--- config.mk ---
export PLATFORM = sky130hd
export DESIGN_NAME = int8_dot_product_scan_unit
export DESIGN_NICKNAME = d
export VERILOG_FILES = /design/src/hw/rtl/idps_pkg.sv /design/src/hw/rtl/idps_lane.sv /design/src/hw/rtl/idps_seq.sv /design/src/hw/rtl/idps_merge.sv /design/src/hw/rtl/int8_dot_product_scan_unit.sv
export SDC_FILE = /design/constraint.sdc
export NUM_CORES = 2
export LEC_CHECK = 0
export BUFFER_PORTS_ARGS = -buffer_cell sky130_fd_sc_hd__buf_2
export CAP_MARGIN = 20
export CORE_UTILIZATION = 47
export DETAILED_ROUTE_END_ITERATION = 16
export GPL_ROUTABILITY_DRIVEN = 0
export PLACE_DENSITY_LB_ADDON = 0.3
export SYNTH_ARGS = -nofsm -noshare
export SYNTH_HDL_FRONTEND = slang
export SYNTH_SLANG_ARGS = --single-unit
--- constraint.sdc ---
create_clock -name clk -period 9.4 [get_ports clk]
set_input_delay 1.88 -clock clk [delete_from_list [all_inputs] [get_ports clk]]
set_output_delay 1.88 -clock clk [all_outputs]
set_load 0.03 [all_outputs]
--- src/hw/rtl/idps_pkg.sv ---
package idps_pkg;

    // Fixed field widths of the stream and register interface.
    localparam int ELEM_W        = 8;
    localparam int ELEM_SLOTS    = 8;
    localparam int PROD_W        = 2 * ELEM_W;
    localparam int SCORE_W       = 24;
    localparam int ROW_NUM_W     = 25;
    localparam int VLEN_W        = 9;
    localparam int FIRST_ROW_W   = 24;
    localparam int ROW_COUNT_W   = 25;
    localparam int CFG_DATA_W    = 25;
    localparam int CFG_INDEX_W   = 2;
    localparam int IN_DATA_W     = ELEM_SLOTS * ELEM_W;
    localparam int OUT_DATA_W    = 56;

    // Register reset values and limits.
    localparam int DEF_MAX_DIMENSIONS = 256;
    localparam int DEF_LANES          = 8;
    localparam logic [VLEN_W-1:0]      VLEN_RESET      = 9'd256;
    localparam logic [ROW_COUNT_W-1:0] ROW_COUNT_RESET = 25'd1;
    localparam logic [ROW_COUNT_W-1:0] ROW_COUNT_MAX   = 25'd16777216;

    // Beat kind carried on tuser.
    typedef enum logic {
        MODE_QUERY = 1'b0,
        MODE_ROW   = 1'b1
    } mode_t;

    // Configuration register indexes.
    typedef enum logic [CFG_INDEX_W-1:0] {
        REG_VECTOR_LENGTH = 2'd0,
        REG_FIRST_ROW     = 2'd1,
        REG_ROW_COUNT     = 2'd2
    } cfg_index_t;

    // Control that travels down the pipeline with each beat.
    typedef struct packed {
        logic row;
        logic last_chunk;
    } stage_ctrl_t;

endpackage

--- src/hw/rtl/idps_lane.sv ---
module idps_lane #(
    parameter int ADDR_W = 5
) (
    input  logic                                clk,
    input  logic                                load1,
    input  logic                                load2,
    input  logic                                wr_en,
    input  logic [ADDR_W-1:0]                   addr,
    input  logic signed [idps_pkg::ELEM_W-1:0]  elem,
    input  logic                                lane_en,
    output logic signed [idps_pkg::PROD_W-1:0]  product
);
    import idps_pkg::*;

    localparam int DEPTH = 1 << ADDR_W;

    logic signed [ELEM_W-1:0] mem [DEPTH];
    logic signed [ELEM_W-1:0] query_reg;
    logic signed [ELEM_W-1:0] elem_reg;
    logic                     lane_en_reg;
    logic signed [PROD_W-1:0] product_reg;

    // Query slice of this lane: written on query beats, read into a register on every accepted beat.
    always_ff @(posedge clk)
    begin
        if (wr_en)
        begin
            mem[addr] <= elem;
        end
        if (load1)
        begin
            query_reg   <= mem[addr];
            elem_reg    <= elem;
            lane_en_reg <= lane_en;
        end
    end

    // Multiply stage; lanes past the vector end contribute zero.
    always_ff @(posedge clk)
    begin
        if (load2)
        begin
            product_reg <= lane_en_reg ? PROD_W'(query_reg * elem_reg) : '0;
        end
    end

    assign product = product_reg;

endmodule

--- src/hw/rtl/idps_seq.sv ---
module idps_seq #(
    parameter int MAX_DIMENSIONS = idps_pkg::DEF_MAX_DIMENSIONS,
    parameter int LANES          = idps_pkg::DEF_LANES,
    parameter int ADDR_W         = 5
) (
    input  logic                          clk,
    input  logic                          rst_n,
    input  logic                          accept,
    input  logic [idps_pkg::VLEN_W-1:0]   vector_length,
    output logic [ADDR_W-1:0]             chunk,
    output logic [LANES-1:0]              lane_en,
    output logic                          last_chunk
);
    import idps_pkg::*;

    localparam int POS_W = $clog2(MAX_DIMENSIONS);
    localparam int CMP_W = ((POS_W > VLEN_W) ? POS_W : VLEN_W) + 1;

    logic [POS_W-1:0]  pos_reg;
    logic [POS_W-1:0]  pos_next;
    logic [ADDR_W-1:0] chunk_reg;
    logic [ADDR_W-1:0] chunk_next;
    logic [CMP_W-1:0]  eff_len;
    logic [CMP_W-1:0]  pos_ext;

    // Effective length: zero counts as one, clamp to the store size.
    always_comb
    begin
        if (vector_length == '0)
        begin
            eff_len = CMP_W'(1);
        end
        else if (CMP_W'(vector_length) > CMP_W'(MAX_DIMENSIONS))
        begin
            eff_len = CMP_W'(MAX_DIMENSIONS);
        end
        else
        begin
            eff_len = CMP_W'(vector_length);
        end
    end

    assign pos_ext    = CMP_W'(pos_reg);
    assign last_chunk = (pos_ext + CMP_W'(LANES)) >= eff_len;

    // A lane is live while its element position is inside the vector.
    always_comb
    begin
        for (int i = 0; i < LANES; i++)
        begin
            lane_en[i] = (pos_ext + CMP_W'(i)) < eff_len;
        end
    end

    // Position and chunk address advance by one chunk per accepted beat and return to zero after the last chunk.
    always_comb
    begin
        pos_next   = pos_reg;
        chunk_next = chunk_reg;
        if (accept)
        begin
            if (last_chunk)
            begin
                pos_next   = '0;
                chunk_next = '0;
            end
            else
            begin
                pos_next   = POS_W'(pos_ext + CMP_W'(LANES));
                chunk_next = chunk_reg + ADDR_W'(1);
            end
        end
    end

    always_ff @(posedge clk or negedge rst_n)
    begin
        if (!rst_n)
        begin
            pos_reg   <= '0;
            chunk_reg <= '0;
        end
        else
        begin
            pos_reg   <= pos_next;
            chunk_reg <= chunk_next;
        end
    end

    assign chunk = chunk_reg;

endmodule

--- src/hw/rtl/idps_merge.sv ---
module idps_merge #(
    parameter int LANES = idps_pkg::DEF_LANES
) (
    input  logic                                 clk,
    input  logic                                 rst_n,
    input  logic                                 s2_valid,
    input  idps_pkg::stage_ctrl_t                s2_ctrl,
    input  logic signed [idps_pkg::PROD_W-1:0]   products [LANES],
    input  logic [idps_pkg::FIRST_ROW_W-1:0]     first_row,
    input  logic [idps_pkg::ROW_COUNT_W-1:0]     row_count,
    output logic                                 s2_go,
    output logic                                 out_valid,
    input  logic                                 out_ready,
    output logic signed [idps_pkg::SCORE_W-1:0]  score,
    output logic [idps_pkg::ROW_NUM_W-1:0]       row_number,
    output logic                                 last_row
);
    import idps_pkg::*;

    logic signed [SCORE_W-1:0]   running_sum_reg;
    logic [ROW_COUNT_W-1:0]      rows_scored_reg;
    logic                        out_valid_reg;
    logic signed [SCORE_W-1:0]   score_reg;
    logic [ROW_NUM_W-1:0]        row_number_reg;
    logic                        last_row_reg;
    logic signed [SCORE_W-1:0]   sum_total;
    logic [ROW_COUNT_W-1:0]      eff_rows;
    logic                        is_last;
    logic                        emit;
    logic                        fire;

    // Add the lane products onto the running sum (wraps in 24 bits).
    always_comb
    begin
        sum_total = running_sum_reg;
        for (int i = 0; i < LANES; i++)
        begin
            sum_total = sum_total + SCORE_W'(products[i]);
        end
    end

    // Effective row count: zero counts as one, clamp to the maximum.
    always_comb
    begin
        if (row_count == '0)
        begin
            eff_rows = ROW_COUNT_W'(1);
        end
        else if (row_count > ROW_COUNT_MAX)
        begin
            eff_rows = ROW_COUNT_MAX;
        end
        else
        begin
            eff_rows = row_count;
        end
    end

    assign is_last = ({1'b0, rows_scored_reg} + (ROW_COUNT_W+1)'(1))
                     >= {1'b0, eff_rows};

    // Only a beat that ends a row needs room in the output register.
    assign emit  = s2_ctrl.row && s2_ctrl.last_chunk;
    assign s2_go = !s2_valid || !emit || !out_valid_reg || out_ready;
    assign fire  = s2_valid && s2_go;

    // Accumulator and row counter.
    always_ff @(posedge clk or negedge rst_n)
    begin
        if (!rst_n)
        begin
            running_sum_reg <= '0;
            rows_scored_reg <= '0;
        end
        else if (fire && s2_ctrl.row)
        begin
            if (s2_ctrl.last_chunk)
            begin
                running_sum_reg <= '0;
                rows_scored_reg <= is_last ? '0 : rows_scored_reg + ROW_COUNT_W'(1);
            end
            else
            begin
                running_sum_reg <= sum_total;
            end
        end
    end

    // Output register control.
    always_ff @(posedge clk or negedge rst_n)
    begin
        if (!rst_n)
        begin
            out_valid_reg <= 1'b0;
        end
        else if (fire && emit)
        begin
            out_valid_reg <= 1'b1;
        end
        else if (out_ready)
        begin
            out_valid_reg <= 1'b0;
        end
    end

    // Output payload.
    always_ff @(posedge clk)
    begin
        if (fire && emit)
        begin
            score_reg      <= sum_total;
            row_number_reg <= ROW_NUM_W'(first_row) + rows_scored_reg;
            last_row_reg   <= is_last;
        end
    end

    assign out_valid  = out_valid_reg;
    assign score      = score_reg;
    assign row_number = row_number_reg;
    assign last_row   = last_row_reg;

endmodule

--- src/hw/rtl/int8_dot_product_scan_unit.sv ---
// A row's final beat passes the stage-1, stage-2 and output registers before its result shows on m_tvalid.
// Throughput: one beat per cycle while s_tready is high; query slices use one address per beat.
// The output register holds a result while beats that end no row keep flowing in.
// Reset (rst_n, async, active low) clears position, sums, counters and valid flags and
// restores the registers; the query store is not cleared and must be loaded before rows.
module int8_dot_product_scan_unit #(
    parameter int MAX_DIMENSIONS = idps_pkg::DEF_MAX_DIMENSIONS,
    parameter int LANES          = idps_pkg::DEF_LANES
) (
    input  logic                                clk,
    input  logic                                rst_n,
    // Input stream.
    input  logic                                s_tvalid,
    output logic                                s_tready,
    input  logic [idps_pkg::IN_DATA_W-1:0]      s_tdata,   // elem0..elem7, 8 bits each
    input  logic                                s_tuser,   // mode
    // Result stream.
    output logic                                m_tvalid,
    input  logic                                m_tready,
    output logic [idps_pkg::OUT_DATA_W-1:0]     m_tdata,   // score[23:0], row_number[48:24]
    output logic                                m_tlast,   // last_row
    // Configuration write port.
    input  logic                                cfg_we,
    input  logic [idps_pkg::CFG_INDEX_W-1:0]    cfg_index,
    input  logic [idps_pkg::CFG_DATA_W-1:0]     cfg_data
);
    import idps_pkg::*;

    localparam int ROWS   = (MAX_DIMENSIONS + LANES - 1) / LANES;
    localparam int ADDR_W = (ROWS > 1) ? $clog2(ROWS) : 1;

    logic [VLEN_W-1:0]         vector_length_reg;
    logic [FIRST_ROW_W-1:0]    first_row_reg;
    logic [ROW_COUNT_W-1:0]    row_count_reg;

    logic                      s1_valid_reg;
    stage_ctrl_t               s1_ctrl_reg;
    logic                      s2_valid_reg;
    stage_ctrl_t               s2_ctrl_reg;

    logic                      accept;
    logic                      s1_free;
    logic                      s2_free;
    logic                      load2;
    logic                      s2_go;
    mode_t                     mode;
    logic [ADDR_W-1:0]         chunk;
    logic [LANES-1:0]          lane_en;
    logic                      last_chunk;
    logic signed [PROD_W-1:0]  products [LANES];
    logic signed [SCORE_W-1:0] score;
    logic [ROW_NUM_W-1:0]      row_number;

    // Configuration registers.
    always_ff @(posedge clk or negedge rst_n)
    begin
        if (!rst_n)
        begin
            vector_length_reg <= VLEN_RESET;
            first_row_reg     <= '0;
            row_count_reg     <= ROW_COUNT_RESET;
        end
        else if (cfg_we)
        begin
            case (cfg_index)
                REG_VECTOR_LENGTH: vector_length_reg <= cfg_data[VLEN_W-1:0];
                REG_FIRST_ROW:     first_row_reg     <= cfg_data[FIRST_ROW_W-1:0];
                REG_ROW_COUNT:     row_count_reg     <= cfg_data[ROW_COUNT_W-1:0];
                default:           ;
            endcase
        end
    end

    // Pipeline flow: a stage moves on when the one after it has room.
    assign mode     = mode_t'(s_tuser);
    assign s2_free  = !s2_valid_reg || s2_go;
    assign s1_free  = !s1_valid_reg || s2_free;
    assign s_tready = s1_free;
    assign accept   = s_tvalid && s1_free;
    assign load2    = s1_valid_reg && s2_free;

    always_ff @(posedge clk or negedge rst_n)
    begin
        if (!rst_n)
        begin
            s1_valid_reg <= 1'b0;
            s2_valid_reg <= 1'b0;
        end
        else
        begin
            if (s1_free)
            begin
                s1_valid_reg <= s_tvalid;
            end
            if (s2_free)
            begin
                s2_valid_reg <= s1_valid_reg;
            end
        end
    end

    always_ff @(posedge clk)
    begin
        if (accept)
        begin
            s1_ctrl_reg.row        <= (mode == MODE_ROW);
            s1_ctrl_reg.last_chunk <= last_chunk;
        end
        if (load2)
        begin
            s2_ctrl_reg <= s1_ctrl_reg;
        end
    end

    // Element position and chunk addressing.
    idps_seq #(
        .MAX_DIMENSIONS (MAX_DIMENSIONS),
        .LANES          (LANES),
        .ADDR_W         (ADDR_W)
    ) u_seq (
        .clk           (clk),
        .rst_n         (rst_n),
        .accept        (accept),
        .vector_length (vector_length_reg),
        .chunk         (chunk),
        .lane_en       (lane_en),
        .last_chunk    (last_chunk)
    );

    // One query slice and multiplier per lane.
    for (genvar g = 0; g < LANES; g++)
    begin : g_lane
        idps_lane #(
            .ADDR_W (ADDR_W)
        ) u_lane (
            .clk     (clk),
            .load1   (accept),
            .load2   (load2),
            .wr_en   (accept && (mode == MODE_QUERY) && lane_en[g]),
            .addr    (chunk),
            .elem    (s_tdata[g*ELEM_W +: ELEM_W]),
            .lane_en (lane_en[g]),
            .product (products[g])
        );
    end

    // Lane sum, row bookkeeping and output register.
    idps_merge #(
        .LANES (LANES)
    ) u_merge (
        .clk        (clk),
        .rst_n      (rst_n),
        .s2_valid   (s2_valid_reg),
        .s2_ctrl    (s2_ctrl_reg),
        .products   (products),
        .first_row  (first_row_reg),
        .row_count  (row_count_reg),
        .s2_go      (s2_go),
        .out_valid  (m_tvalid),
        .out_ready  (m_tready),
        .score      (score),
        .row_number (row_number),
        .last_row   (m_tlast)
    );

    assign m_tdata = {{(OUT_DATA_W - SCORE_W - ROW_NUM_W){1'b0}}, row_number, score};

endmodule
==> impl_metrics.env <==
export IMPL_grt_pass1_vias=64709
export IMPL_root_buffer="clkbuf_16"
export IMPL_maxCapViolCount=0
export IMPL_seq_area_um2=74060
export IMPL_r2r_start="g_lane[6].u_lane.product[2]"
export IMPL_syn2layout_area_growth_pct=10.72
export IMPL_boundaryPins=156
export IMPL_grt_pass1_wl_um=440400
export IMPL_synthCells=7231
export IMPL_ys_async_sr_fraction=0.04827
export IMPL_fmax_ghz=0.1956
export IMPL_worstPathArrival_ns=5.89
export IMPL_routed_wl_um=298800
export IMPL_cts_buffers=239
export IMPL_grt_start_max_net_pins=154
export IMPL_ctsResizeCount=0
export IMPL_clock_latency_ns=0.90
export IMPL_synth_edf_count=2366
export IMPL_fin_crit_sh=0.5439
export IMPL_hold_viol_final=0
export IMPL_die_x_um=505.7
export IMPL_timing_setup_tns_ns=0
export IMPL_holdPathStages=0
export IMPL_route_detailed_drc=0
export IMPL_cts_tree="done"
export IMPL_min_from="s1_ctrl_reg[1]"
export IMPL_synth_top_flop_cell="edfxtp_1"
export IMPL_fillers=20070
export IMPL_min_path_type="register to register"
export IMPL_syn_area_per_cell_um2=16.49
export IMPL_rows=184
export IMPL_crit_type="register to register"
export IMPL_die_y_um=505.7
export IMPL_worstSetupStartpointType="register"
export IMPL_place_ws_ns=3.976
export IMPL_viasPerCell=5.802
export IMPL_dr_pass1_iters=6
export IMPL_clockBufferDepth=3
export IMPL_reg2regPathDepth=16
export IMPL_status="completed"
export IMPL_setup_viol=0
export IMPL_tightest_slew_ns=1.212
export IMPL_setup_ws_ns=4.287
export IMPL_finClkSkew_ns=0.04897
export IMPL_antenna_left=0
export IMPL_seq_area_frac_synth=0.6209
export IMPL_grtUsageTotal=0.2352
export IMPL_r2r_end="u_merge.running_sum_reg[22]"
export IMPL_clkSinkCount=2486
export IMPL_rsz0062_at_grt="no"
export IMPL_num_nets_final=8434
export IMPL_postCtsSetupBuffers=0
export IMPL_core_area_um2=251900
export IMPL_fin_crit_ns=5.113
export IMPL_dpl_hpwl_um=194700
export IMPL_largest_register_ff_count=2048
export IMPL_drive_above_1_share=0.1595
export IMPL_hold_path_end="s2_ctrl_reg[1]"
export IMPL_slew_viol_final=0
export IMPL_die_area_um2=255800
export IMPL_ff2ff_setup_slack_ns=4.29
export IMPL_synth_seq_cells=2486
export IMPL_worstPathMaxFanout=4
export IMPL_synthDistinctLibCells=82
export IMPL_io_buffers=148
export IMPL_wl_per_cell_um=27.19
export IMPL_drt_iter0_markers=7441
export IMPL_slew_headroom=0.1902
export IMPL_end_kind="register"
export IMPL_cts_hold_fix_buffers=0
export IMPL_grt_overflow=0
export IMPL_start_util=0.4735
export IMPL_worstPathRequired_ns=10.18
export IMPL_clk_pin_slew_worst_paths_ns=0.06
export IMPL_antenna_found_initial=36
export IMPL_multi_input_area_um2=41380
export IMPL_via_count=63756
export IMPL_htreeDepth=4
export IMPL_ys_warn_count=0
export IMPL_synth_area_um2=119300
==> cell usage in the layout, fill, tap and decap left out, types with 41 or more instances in the layout <==
cell type	synthesis	final
a21o_1	53	53
a21oi_1	98	98
a22oi_1	257	257
and2_1	410	410
buf_2	53	147
clkbuf_16	0	241
dfrtp_1	118	116
edfxtp_1	2366	2366
fa_1	578	578
ha_1	336	336
inv_1	792	791
mux2_2	59	59
mux4_2	512	512
nand2_1	284	249
nand2b_1	51	51
nand4_1	76	76
nor2_1	340	338
nor2b_1	56	55
o21ai_0	108	108
xnor2_1	143	143
xor2_1	41	41
==> final cells by class <==
type	count	share of cell area
diodes	15	0.0002842
well taps	3348	0.03172
multi-input cells	3711	0.3134
flip-flops and latches	2486	0.5608
repair buffers	191	0.008840
inverters	794	0.02261
clock buffers	278	0.04695
clock inverters	166	0.01538
==> stage by stage <==
stage	cell area [µm²]	utilization	std cells	hold WS, ns
after detailed placement	123700	0.4913	10527	0.4263
after global routing	132000	0.5242	10976	0.4437
after floorplan	119300	-	7239	0.4003
after global placement	123700	0.4912	10526	0.4125
final	132100	0.5243	10989	0.4359
after CTS	132000	0.5240	10971	0.4405
==> metal layers <==
layer  vias to the layer above  track usage  share of wire
met5                         -            0        0.00048
li1                      27124            -              -
met4                        20      0.07601          0.031
met3                       453      0.04805          0.090
met1                     33157       0.3376           0.42
met2                      3002       0.3616           0.46
==> cell families after synthesis <==
group | Yosys count | synth area share
flip-flops | 2486 | 0.6209
AND/OR/NAND/NOR | 1379 | 0.05961
buffers and inverters | 1042 | 0.03370
adder cells (fa/ha/maj) | 914 | 0.1323
AO/OA/AOI/OAI | 652 | 0.03756
multiplexers | 573 | 0.1024
XOR/XNOR | 184 | 0.01351
other | 1 | 0.00003144
==> cell usage after synthesis, types with 18 or more instances <==
cell type / instances / area, µm²
a21o_1: 53 / 397.9
a21oi_1: 98 / 490.5
a22o_1: 35 / 306.5
a22oi_1: 257 / 1929
and2_1: 410 / 2565
and3_1: 18 / 112.6
buf_1: 20 / 75.07
buf_2: 53 / 265.3
clkbuf_1: 166 / 623.1
dfrtp_1: 118 / 2953
edfxtp_1: 2366 / 71050
fa_1: 578 / 11570
ha_1: 336 / 4204
inv_1: 792 / 2973
mux2_2: 59 / 664.4
mux4_2: 512 / 11530
nand2_1: 284 / 1066
nand2b_1: 51 / 319.1
nand3_1: 33 / 165.2
nand4_1: 76 / 475.5
nor2_1: 340 / 1276
nor2b_1: 56 / 350.3
nor3_1: 32 / 160.2
nor3b_1: 21 / 157.7
o21ai_0: 108 / 540.5
xnor2_1: 143 / 1252
xor2_1: 41 / 359.1
==> worst max-delay path: stages (launching register included) <==
cell and delay (ns):
edfxtp_1 0.40, fa_1 0.57, fa_1 0.45, fa_1 0.55, inv_1 0.05, fa_1 0.48, inv_1 0.05, ha_1 0.22
fa_1 0.47, a21o_1 0.18, a21oi_2 0.21, o21ai_1 0.12, a41oi_2 0.36, o21ai_2 0.16, a31oi_1 0.27, mux2i_1 0.12
a221o_1 0.33
==> how the worst max path moves through the flow <==
stage / startpoint / to / depth (start not counted)
after floorplan: m_tready / g_lane[0].u_lane.product[0] / 3
after global placement: m_tready / g_lane[2].u_lane.mem[31][0] / 11
after detailed placement: m_tready / g_lane[2].u_lane.mem[24][3] / 11
after CTS: g_lane[6].u_lane.product[2] / u_merge.running_sum_reg[22] / 16
after global routing: g_lane[6].u_lane.product[2] / u_merge.running_sum_reg[22] / 16
final: g_lane[6].u_lane.product[2] / u_merge.running_sum_reg[22] / 16
Power is not shown: default switching activity piles up to over one toggle a cycle in this logic, so the estimate is an artifact.
